[src/hw/rtl/bhd_pkg.sv]
// bhd_pkg: shared constants, field widths and controller/datapath interface
// structs for the byte histogram drain unit. No dependencies.
package bhd_pkg;

    localparam int SYM_W          = 8;
    localparam int OUT_COUNT_W    = 16;
    localparam int S_TDATA_W      = 8;
    localparam int M_TDATA_W      = 24;

    localparam int BINS_DEF       = 256;
    localparam int COUNT_BITS_DEF = 16;

    // marks are searched in groups of this size
    localparam int GRP_SIZE       = 16;
    localparam int GRP_IDX_W      = 4;

    localparam logic OP_COUNT = 1'b0;
    localparam logic OP_DRAIN = 1'b1;

    typedef struct packed {
        logic cap_in;     // latch the counted symbol as the working address
        logic rd_en;      // read the counter store
        logic rd_drain;   // read address from the mark search
        logic cap_drain;  // latch search result
        logic cnt_wr;     // write incremented counter and set its mark
        logic dr_clr;     // clear mark of drained bin
        logic load_out;   // load the output register
    } bhd_cmd_t;

    typedef struct packed {
        logic in_op;
        logic in_sym_ok;
        logic out_free;
    } bhd_stat_t;

endpackage

[src/hw/rtl/bhd_ctrl.sv]
// bhd_ctrl: sequencer for count and drain transfers.
// Depends on bhd_pkg (command and status structs, opcodes).
module bhd_ctrl import bhd_pkg::*; (
    input  logic      aclk,
    input  logic      aresetn,
    input  logic      s_tvalid,
    output logic      s_tready,
    input  bhd_stat_t stat,
    output bhd_cmd_t  cmd
);

    localparam logic [2:0] ST_IDLE    = 3'd0;
    localparam logic [2:0] ST_CNT_WR  = 3'd1;
    localparam logic [2:0] ST_DR_SCAN = 3'd2;
    localparam logic [2:0] ST_DR_RD   = 3'd3;
    localparam logic [2:0] ST_DR_TREE = 3'd4;
    localparam logic [2:0] ST_DR_OUT  = 3'd5;

    logic [2:0] state_reg;
    logic [2:0] state_next;

    assign s_tready = (state_reg == ST_IDLE);

    always_comb begin
        state_next = state_reg;
        cmd        = '0;
        case (state_reg)
            ST_IDLE: begin
                if (s_tvalid) begin
                    if (stat.in_op == OP_DRAIN) begin
                        state_next = ST_DR_SCAN;
                    end else if (stat.in_sym_ok) begin
                        cmd.cap_in = 1'b1;
                        cmd.rd_en  = 1'b1;
                        state_next = ST_CNT_WR;
                    end
                end
            end
            ST_CNT_WR: begin
                cmd.cnt_wr = 1'b1;
                state_next = ST_IDLE;
            end
            ST_DR_SCAN: begin
                cmd.rd_en     = 1'b1;
                cmd.rd_drain  = 1'b1;
                cmd.cap_drain = 1'b1;
                state_next    = ST_DR_RD;
            end
            ST_DR_RD: begin
                cmd.dr_clr = 1'b1;
                state_next = ST_DR_TREE;
            end
            // group flags pick up the cleared mark here
            ST_DR_TREE: begin
                state_next = ST_DR_OUT;
            end
            ST_DR_OUT: begin
                if (stat.out_free) begin
                    cmd.load_out = 1'b1;
                    state_next   = ST_IDLE;
                end
            end
            default: begin
                state_next = ST_IDLE;
            end
        endcase
    end

    always_ff @(posedge aclk) begin
        if (!aresetn) begin
            state_reg <= ST_IDLE;
        end else begin
            state_reg <= state_next;
        end
    end

endmodule

[config.mk]
export PLATFORM = sky130hd
export DESIGN_NAME = bhd_ctrl
export DESIGN_NICKNAME = d
export VERILOG_FILES = /design/src/hw/rtl/bhd_pkg.sv /design/src/hw/rtl/bhd_ctrl.sv
export SDC_FILE = /design/constraint.sdc
export NUM_CORES = 1
export LEC_CHECK = 0
export ABC_AREA = 1
export BUFFER_PORTS_ARGS = -buffer_cell sky130_fd_sc_hd__buf_2
export CAP_MARGIN = 20
export CORE_AREA = 2 2 39 41
export CTS_CLUSTER_SIZE = 20
export DETAILED_ROUTE_END_ITERATION = 8
export DIE_AREA = 0 0 41 43
export GPL_TIMING_DRIVEN = 0
export PLACE_DENSITY = 0.44
export SYNTH_ARGS = -nofsm -noshare
export SYNTH_HDL_FRONTEND = slang
export SYNTH_SLANG_ARGS = --single-unit
[constraint.sdc]
create_clock -name aclk -period 1.55 [get_ports aclk]
set_input_delay 0.155 -clock aclk [delete_from_list [all_inputs] [get_ports aclk]]
set_output_delay 0.155 -clock aclk [all_outputs]
set_load 0.1 [all_outputs]
==> flow_summary.rst, run 1 <==
.. list-table::
   :header-rows: 1

   * - Metric
     - Value
   * - Remaining DRCs
     - 0
   * - Cell Int Power
     - 0.256 mW
   * - Sequence of cells on the critical path
     - buf_6 > nor2_4 > nand2_2 > nor3_4 > or2_4 > buf_12
   * - Filler cell count
     - 161
   * - Multi-input logic area
     - 170 um2
   * - WHS Endpoint
     - state_reg[0]
   * - R2R Path End
     - state_reg[0]
   * - Worst Setup Start Kind
     - flop
   * - Number of maximum-capacitance violations
     - 0
   * - Fraction of registers with async set or reset after synthesis
     - 0%
   * - Post-synthesis cell count
     - 36
   * - Clock sink count
     - 3
   * - Final count of negative-setup-slack endpoints
     - 0
   * - Max Fanout on Critical Path
     - 8
   * - Post-placement cell count
     - 65
   * - Number of global-route vias before repair
     - 225
   * - Core Util, Final
     - 30.7%
   * - Clock Pin Slew Worst Setup and Hold Paths
     - 30 ps
   * - Run status
     - finished, final reports clean
   * - Area overhead of the layout relative to synthesis
     - 76.2%
   * - Worst R2R Start
     - state_reg[1]
   * - Critical Path Sink Type
     - primary output
   * - Number of input and output port buffers inserted
     - 13
   * - Post-CTS setup-driven buffer insertion count
     - 0
   * - Placeable core region
     - 0.00138 mm2
   * - Most instantiated flip-flop cell in the synthesis netlist
     - sky130_fd_sc_hd__dfxtp_1
   * - Clock tree from TritonCTS
     - done
   * - Yosys reg bits
     - 3
   * - Unique masters post-synth
     - 18
   * - Maximum level of the CTS H-tree
     - 1
   * - Count of final max-slew check failures
     - 0
   * - Number of buffers between clock root and the deepest sink
     - 2
   * - Antenna diodes
     - 0
   * - Part of the Yosys area used for sequential elements
     - 24.9%
   * - Via/cell ratio
     - 3.96
   * - Shortest clock period the worst path allows after layout
     - 1470 ps
   * - FMAX
     - 679 MHz
   * - Global route overflow
     - 0
   * - Max reg flops
     - 3
   * - Post-route non-filler standard cell count
     - 69
   * - Average detailed-routed wire length per instance
     - 8.06 um
   * - Req. time, crit path
     - 1390 ps
   * - Wire length on met3
     - 35 um
   * - Sw Ratio
     - 50.9%
   * - Area used by sequential logic in the layout
     - 62.6 um2
   * - I/O pin count
     - 14
   * - Worst Max-Slew Pin Slew
     - 484 ps
   * - Net Count, Synth
     - 42
   * - Routed length on met1
     - 221 um
   * - Relative slew margins
     - 68.0%
   * - Total power after layout
     - 0.522 mW
   * - Initial core utilization
     - 17.5%
   * - Clock Root Buffer
     - sky130_fd_sc_hd__clkbuf_4
   * - Share of power burned in combinational logic
     - 56.1%
   * - Die Height
     - 43 um
   * - Wire length of the first global-routing pass
     - 793 um
   * - Tcrit/Tclk final
     - 95.0%
   * - Layout net count
     - 60
   * - Hold Crit Class
     - input port to flop
   * - Total routing usage reported by global routing
     - 7.01%
   * - Maximum number of pins on one net before global-route repair
     - 9
   * - Met2 Wirelength
     - 299 um
   * - Critical path arrival
     - 1320 ps
   * - Startpoint of the most critical hold path
     - aresetn
   * - Synthesized area
     - 241 um2
   * - Dpl hpwl
     - 450 um
   * - Number of iterations in the first detailed-routing pass
     - 2
   * - Kind of critical path
     - flop to primary output
   * - Number of design-rule violations left by the first detailed-router iteration
     - 1
   * - Slowest cell on crit path
     - sky130_fd_sc_hd__dfxtp_1
   * - Total Wirelength
     - 556 um
   * - Die X
     - 41 um
   * - Static leakage
     - 0.212 nW
   * - Worst-Skew Late Latency
     - 230 ps
   * - Hold-critical path depth
     - 3
   * - Share of power burned in the clock network
     - 25.4%
   * - Design Area, Final
     - 425 um2
   * - Buf/Inv on CP
     - 2
   * - Reg power frac
     - 18.5%
   * - Antenna violations before repair
     - 0
   * - Placer Congestion
     - 0.658
   * - PwrDens
     - 1230 mW/mm2
   * - Synthesis Warnings
     - 0
   * - Delay contributed by the slowest stage of the critical path
     - 300 ps
   * - Number of flops mapped to enable cells by yosys
     - 0
   * - Internal reg-to-reg setup slack
     - 560 ps
   * - Worst r2r path cells
     - 6
   * - Uppermost signal routing layer after detailed routing
     - met3
   * - Count of endpoints failing hold in the final timing report
     - 0
   * - Cts-stage hold buffer count
     - 0
   * - Full die area
     - 0.00176 mm2
   * - Mean cell area of the mapped netlist
     - 6.71 um2
   * - Total cell area at the placement stage
     - 365 um2
   * - Number of nets with antenna violations after detailed routing
     - 0
   * - Clock Skew
     - 0.777 ps
   * - Total number of vias
     - 273
   * - VDD IR-drop max
     - 0.294 mV
   * - Total clock buffers created by CTS
     - 3
   * - Top cell family by delay on the critical path
     - simple AND/OR/NAND/NOR gates
   * - Net switching power figure
     - 0.266 mW
   * - Cell row count
     - 14
   * - Resized Gates After CTS
     - 5
   * - Share of cells above drive strength 1
     - 56.6%
## placed cells by master (no fill, tap or decap)
master	n
sky130_fd_sc_hd__nor4_4	1
sky130_fd_sc_hd__clkbuf_1	1
sky130_fd_sc_hd__nor3_4	1
sky130_fd_sc_hd__buf_12	1
sky130_fd_sc_hd__a31oi_1	1
sky130_fd_sc_hd__inv_1	8
sky130_fd_sc_hd__nand2_2	1
sky130_fd_sc_hd__o21ai_0	1
sky130_fd_sc_hd__nand4_1	1
sky130_fd_sc_hd__nand3_1	7
sky130_fd_sc_hd__clkbuf_4	4
sky130_fd_sc_hd__nand3_2	1
sky130_fd_sc_hd__buf_2	8
sky130_fd_sc_hd__nor2_4	2
sky130_fd_sc_hd__or2_4	1
sky130_fd_sc_hd__nor2_1	2
sky130_fd_sc_hd__dfxtp_1	1
sky130_fd_sc_hd__buf_6	2
sky130_fd_sc_hd__nor3_2	2
sky130_fd_sc_hd__buf_4	3
sky130_fd_sc_hd__nor3_1	1
sky130_fd_sc_hd__dfxtp_2	2
sky130_fd_sc_hd__inv_2	1
## power by group through the flow
stage,clock network [mW],logic [mW],registers [mW]
finish,0.132,0.293,0.0965
detailed placement,0,0.275,0.0962
global placement,0,0.275,0.0963
floorplan,0,0.241,0.0944
CTS,0.142,0.283,0.0948
global route,0.146,0.310,0.0972
## worst min-delay path: stages
cell,delay (ps)
sky130_fd_sc_hd__buf_2,110
sky130_fd_sc_hd__nand3_1,70
sky130_fd_sc_hd__nor2_1,40
## routing by layer
layer,vias to the layer above,GRT usage (%)
li1,150,-
met1,116,7.32
met2,7,10.0
met3,0,1.57
met4,0,8.00
met5,-,0
## cells by family after synthesis
| family | share of synthesized area [%] |
|---|---|
| DFF | 24.9 |
| buffers and inverters | 21.8 |
| and+or+nand+nor | 48.7 |
| AOI/OAI and AO/OA | 4.66 |
## cell usage after synthesis, types with 2 or more instances
cell	instances	share of area, %
sky130_fd_sc_hd__dfxtp_1	3	25
sky130_fd_sc_hd__inv_1	8	12
sky130_fd_sc_hd__nand3_1	7	15
sky130_fd_sc_hd__nor2_1	2	3.1
sky130_fd_sc_hd__nor3_1	3	6.2
## worst max-delay path by stage
stage,startpoint,depth (start not counted),slack (ps),end
3_3_place_gp,state_reg[0],5,70,cmd[5]
5_1_grt,state_reg[1],6,-1,cmd[5]
6_report,state_reg[1],6,80,cmd[5]
3_5_place_dp,state_reg[0],5,80,cmd[5]
4_1_cts,state_reg[0],5,10,cmd[5]
2_1_floorplan,state_reg[1],5,-450,cmd[5]
## layout make-up
class	count	area share, %
multi-input combinational	22	40.0
timing repair buffer	13	22.1
sequential	3	14.7
inverter	9	7.94
clock buffer	4	6.18
tap	16	4.71
buffer	2	4.41
## metrics by stage
step,setup WS (ps),hold slack (ps),setup TNS (ps)
CTS,12.6,183,0
global placement,72.5,424,0
detailed placement,77.1,429,0
floorplan,-448,280,-1090
global route,-1.02,209,-1.02
finish,77.4,189,0
Power figures use the tool's default switching activity.
==> inputs of run 2 (changes only) <==
==> constraint.sdc (replaced) <==
create_clock -name aclk -period 1.75 [get_ports aclk]
set_input_delay 0.175 -clock aclk [delete_from_list [all_inputs] [get_ports aclk]]
set_output_delay 0.175 -clock aclk [all_outputs]
set_load 0.01 [all_outputs]
==> flow_summary.rst, run 2 (synthesized netlist as in run 1, its figures left out) <==
.. list-table::
   :header-rows: 1

   * - Metric
     - Value
   * - Run status
     - finished, final reports clean
   * - Number of nets with antenna violations after detailed routing
     - 0
   * - Req. time, crit path
     - 1570 ps
   * - Kind of critical path
     - flop to primary output
   * - PwrDens
     - 855 mW/mm2
   * - Clock sink count
     - 3
   * - Critical path arrival
     - 1220 ps
   * - Critical Path Sink Type
     - primary output
   * - Maximum number of pins on one net before global-route repair
     - 9
   * - Placer Congestion
     - 0.706
   * - Core Util, Final
     - 25.5%
   * - Antenna violations before repair
     - 0
   * - Setup Total Neg Slack
     - 0 ps
   * - VDD IR-drop max
     - 0.239 mV
   * - Cell row count
     - 14
   * - Final count of negative-setup-slack endpoints
     - 0
   * - Dpl hpwl
     - 469 um
   * - Worst Setup Start Kind
     - flop
   * - Layout net count
     - 60
   * - Max Fanout on Critical Path
     - 6
   * - Maximum level of the CTS H-tree
     - 1
   * - Buf/Inv on CP
     - 3
   * - I/O pin count
     - 14
   * - Total clock buffers created by CTS
     - 3
   * - Tcrit/Tclk final
     - 79.5%
   * - Die Height
     - 43 um
   * - Number of buffers between clock root and the deepest sink
     - 2
   * - Routed length on met1
     - 205 um
   * - Sequence of cells on the critical path
     - inv_1 > nand3_2 > inv_2 > or2_1 > buf_2
   * - RSZ-0062 raised after global routing
     - no
   * - Initial core utilization
     - 17.5%
   * - Filler cell count
     - 171
   * - Post-placement cell count
     - 65
   * - Static leakage
     - 0.197 nW
   * - Most common library cell in the layout ignoring fill and taps
     - sky130_fd_sc_hd__buf_2
   * - Number of maximum-capacitance violations
     - 0
   * - Via/cell ratio
     - 4.14
   * - Full die area
     - 0.00176 mm2
   * - Number of design-rule violations left by the first detailed-router iteration
     - 3
   * - Clock Skew
     - 1.11 ps
   * - Total Wirelength
     - 535 um
   * - Average detailed-routed wire length per instance
     - 7.75 um
   * - Antenna diodes
     - 0
   * - Top cell family by delay on the critical path
     - flip-flops
   * - Worst Max-Slew Pin Slew
     - 210 ps
   * - Worst-Skew Late Latency
     - 230 ps
   * - Share of cells above drive strength 1
     - 43.4%
   * - Area overhead of the layout relative to synthesis
     - 46.1%
   * - Number of global-route vias before repair
     - 236
   * - Clock Pin Slew Worst Setup and Hold Paths
     - 40 ps
   * - Most frequent cells in the layout
     - sky130_fd_sc_hd__buf_2 (13), sky130_fd_sc_hd__inv_1 (8), sky130_fd_sc_hd__nand3_1 (7)
   * - Count of endpoints failing hold in the final timing report
     - 0
   * - Total routing usage reported by global routing
     - 6.32%
   * - Placeable core region
     - 0.00138 mm2
   * - Number of iterations in the first detailed-routing pass
     - 3
   * - Slowest cell on crit path
     - sky130_fd_sc_hd__dfxtp_1
   * - Wire length on met3
     - 32 um
   * - Resized Gates After CTS
     - 0
   * - Relative slew margins
     - 85.9%
   * - Global route overflow
     - 0
   * - FMAX
     - 719 MHz
   * - Die X
     - 41 um
   * - Count of final max-slew check failures
     - 0
   * - Post-route non-filler standard cell count
     - 69
   * - Remaining DRCs
     - 0
   * - Met2 Wirelength
     - 283 um
   * - Shortest clock period the worst path allows after layout
     - 1390 ps
   * - Post-CTS setup-driven buffer insertion count
     - 0
   * - Max reg flops
     - 3
   * - Hold Crit Class
     - input port to flop
   * - Uppermost signal routing layer after detailed routing
     - met4
   * - Number of input and output port buffers inserted
     - 13
   * - Clock Root Buffer
     - sky130_fd_sc_hd__clkbuf_4
   * - Internal reg-to-reg setup slack
     - 760 ps
   * - Cts-stage hold buffer count
     - 0
   * - Clock tree from TritonCTS
     - done
   * - Wire length of the first global-routing pass
     - 772 um
   * - Delay contributed by the slowest stage of the critical path
     - 410 ps
   * - Total number of vias
     - 286
==> run 2: stage by stage <==
stage	setup slack, ps	cell area [um2]	hold WS (ps)	total power [mW]
CTS	343	353	200	0.305
finish	359	353	200	0.302
floorplan	618	241	307	0.152
global route	253	353	222	0.319
detailed placement	592	327	436	0.185
global placement	571	327	444	0.184
==> run 2: worst paths after layout <==
kind | from | endpoint | cells after the start
max | state_reg[2] | cmd[5] | 5
min | aresetn | state_reg[2] | 3
max reg2reg | state_reg[0] | state_reg[0] | 5
min reg2reg | state_reg[0] | state_reg[2] | 2
==> run 2: power breakdown <==
| group | switching [mW] | internal (mW) |
|---|---|---|
| clock network | 0.0341 | 0.0853 |
| registers | 0.00654 | 0.0754 |
| logic | 0.0567 | 0.0436 |
==> run 2: area by class of cell <==
class,count,area [um2],area share [%]
flip-flops and latches,3,60.1,17.0
clock buffers,4,26.3,7.45
well taps,16,20.0,5.67
repair buffers,13,65.1,18.4
plain buffers,2,18.8,5.32
inverters,9,33.8,9.57
multi-input cells,22,129,36.5
==> run 2: worst min-delay path, cell delays in order <==
cell and delay, ps:
sky130_fd_sc_hd__buf_2 100, sky130_fd_sc_hd__inv_1 60, sky130_fd_sc_hd__a31oi_1 40
==> run 2: metal layers <==
metal | vias up | global-route usage, %
li1 | 152 | -
met1 | 125 | 6.09
met2 | 7 | 10.9
met3 | 2 | 1.57
met4 | 0 | 4.00
met5 | - | 0
==> inputs of run 3 (changes only) <==
- clock period: 1.75 -> 1.4 ns (I/O delays scaled with it)
==> flow_summary.rst, run 3 (synthesized netlist as in run 1, its figures left out) <==
.. list-table::
   :header-rows: 1

   * - Metric
     - Value
   * - Post-placement cell count
     - 65
   * - Worst Setup Start Kind
     - flop
   * - Post-route non-filler standard cell count
     - 69
   * - Max reg flops
     - 3
   * - Number of nets with antenna violations after detailed routing
     - 0
   * - Antenna diodes
     - 0
   * - Setup Total Neg Slack
     - 0 ps
   * - Total clock buffers created by CTS
     - 3
   * - Number of maximum-capacitance violations
     - 0
   * - Gr busiest metal
     - met2
   * - Antenna violations before repair
     - 0
   * - Remaining DRCs
     - 0
   * - Area used by sequential logic in the layout
     - 62.6 um2
   * - FMAX
     - 759 MHz
   * - Clock tree from TritonCTS
     - done
   * - Shortest clock period the worst path allows after layout
     - 1320 ps
   * - Layout net count
     - 60
   * - Hold Crit Class
     - input port to flop
   * - Initial core utilization
     - 17.5%
   * - Worst-Skew Late Latency
     - 230 ps
   * - Global route overflow
     - 0
   * - Placer Congestion
     - 0.706
   * - Worst r2r path cells
     - 6
   * - PwrDens
     - 1060 mW/mm2
   * - Delay contributed by the slowest stage of the critical path
     - 380 ps
   * - Relative slew margins
     - 86.0%
   * - Area overhead of the layout relative to synthesis
     - 49.2%
   * - Tcrit/Tclk final
     - 94.1%
   * - Total routing usage reported by global routing
     - 6.32%
   * - Worst Hold Margin
     - 161 ps
   * - Placeable core region
     - 0.00138 mm2
   * - Clock sink count
     - 3
   * - Number of iterations in the first detailed-routing pass
     - 3
   * - Resized Gates After CTS
     - 0
   * - Clock Skew
     - 2.76 ps
   * - Slowest cell on crit path
     - sky130_fd_sc_hd__dfxtp_2
   * - Wire length of the first global-routing pass
     - 772 um
   * - Cell row count
     - 14
   * - Most common library cell in the layout ignoring fill and taps
     - sky130_fd_sc_hd__buf_2
   * - Count of final max-slew check failures
     - 0
   * - Maximum number of pins on one net before global-route repair
     - 9
   * - Number of input and output port buffers inserted
     - 13
   * - Sequence of cells on the critical path
     - inv_1 > nand3_2 > inv_2 > or2_1 > buf_2
   * - Kind of critical path
     - flop to primary output
   * - Total power after layout
     - 0.382 mW
   * - Most frequent cells in the layout
     - sky130_fd_sc_hd__buf_2 (13), sky130_fd_sc_hd__inv_1 (8), sky130_fd_sc_hd__nand3_1 (7), sky130_fd_sc_hd__nor3_1 (3), sky130_fd_sc_hd__clkbuf_4 (3)
   * - Worst Max-Slew Pin Slew
     - 208 ps
   * - Req. time, crit path
     - 1260 ps
   * - Met1 Track Usage GR
     - 6.09%
   * - Total number of vias
     - 285
   * - Count of endpoints failing hold in the final timing report
     - 0
   * - I/O pin count
     - 14
   * - Multi-input logic area
     - 134 um2
   * - Hold-critical path depth
     - 3
   * - Number of buffers between clock root and the deepest sink
     - 2
   * - Number of design-rule violations left by the first detailed-router iteration
     - 3
   * - Total Wirelength
     - 568 um
   * - RSZ-0062 raised after global routing
     - no
   * - Cts-stage hold buffer count
     - 0
   * - Met3 demand-to-capacity share in global routing
     - 1.57%
   * - Full die area
     - 0.00176 mm2
   * - Critical Path Sink Type
     - primary output
   * - Filler cell count
     - 172
   * - Average detailed-routed wire length per instance
     - 8.23 um
   * - Die X
     - 41 um
   * - Critical path arrival
     - 1180 ps
   * - Max Fanout on Critical Path
     - 5
   * - Post-CTS setup-driven buffer insertion count
     - 0
   * - Final count of negative-setup-slack endpoints
     - 0
   * - Static leakage
     - 0.200 nW
   * - Clock Root Buffer
     - sky130_fd_sc_hd__clkbuf_4
   * - Via/cell ratio
     - 4.13
   * - Dpl hpwl
     - 469 um
   * - Die Height
     - 43 um
   * - Number of global-route vias before repair
     - 236
   * - Run status
     - finished, final reports clean
   * - Clock Pin Slew Worst Setup and Hold Paths
     - 40 ps
   * - Core Util, Final
     - 26.0%
   * - Maximum level of the CTS H-tree
     - 1
   * - VDD IR-drop max
     - 0.295 mV
   * - Met2 usage in global routing
     - 10.9%
   * - Share of cells above drive strength 1
     - 47.2%
[run 3: cell counts in the layout (fill, tap and decap cells not counted)]
Identical to the previous run, type by type.
[run 3: path summary, 6_finish.rpt]
| check | to | from | slack (ps) |
|---|---|---|---|
| max | cmd[5] | state_reg[0] | 80 |
| min | state_reg[2] | aresetn | 160 |
| max reg2reg | state_reg[0] | state_reg[1] | 420 |
| min reg2reg | state_reg[2] | state_reg[0] | 570 |
[run 3: cell type report]
| type | instances | share of cell area (%) |
|---|---|---|
| Clock buffer | 4 | 7.29 |
| Timing Repair Buffer | 13 | 18.1 |
| Buffer | 2 | 5.21 |
| Sequential cell | 3 | 17.4 |
| Multi-Input combinational cell | 22 | 37.2 |
| Tap cell | 16 | 5.56 |
| Inverter | 9 | 9.37 |
[run 3: critical path: cells and delay by family (launching register included)]
| family | cells | cell delay [ps] |
|---|---|---|
| and+or+nand+nor | 2 | 300 |
| DFF | 1 | 380 |
| buffers and inverters | 3 | 270 |
[run 3: power breakdown]
group	total, mW	internal, mW	switching [mW]	leakage, nW
clock	0.149	0.107	0.0419	0.0150
sequential	0.106	0.0954	0.0106	0.0254
combinational	0.128	0.0561	0.0715	0.159
[run 3: layer usage]
| layer | routed length (um) | vias to the layer above |
|---|---|---|
| met5 | 0 | - |
| met4 | 0 | 0 |
| met3 | 32 | 0 |
| met2 | 314 | 5 |
| met1 | 221 | 130 |
| li1 | - | 150 |
[run 3: metrics by stage]
stage	area, um2	worst slack, ps
final	360	83.0
after global routing	360	6.36
after CTS	353	28.4
after detailed placement	327	277
after global placement	327	256
after floorplan	241	303
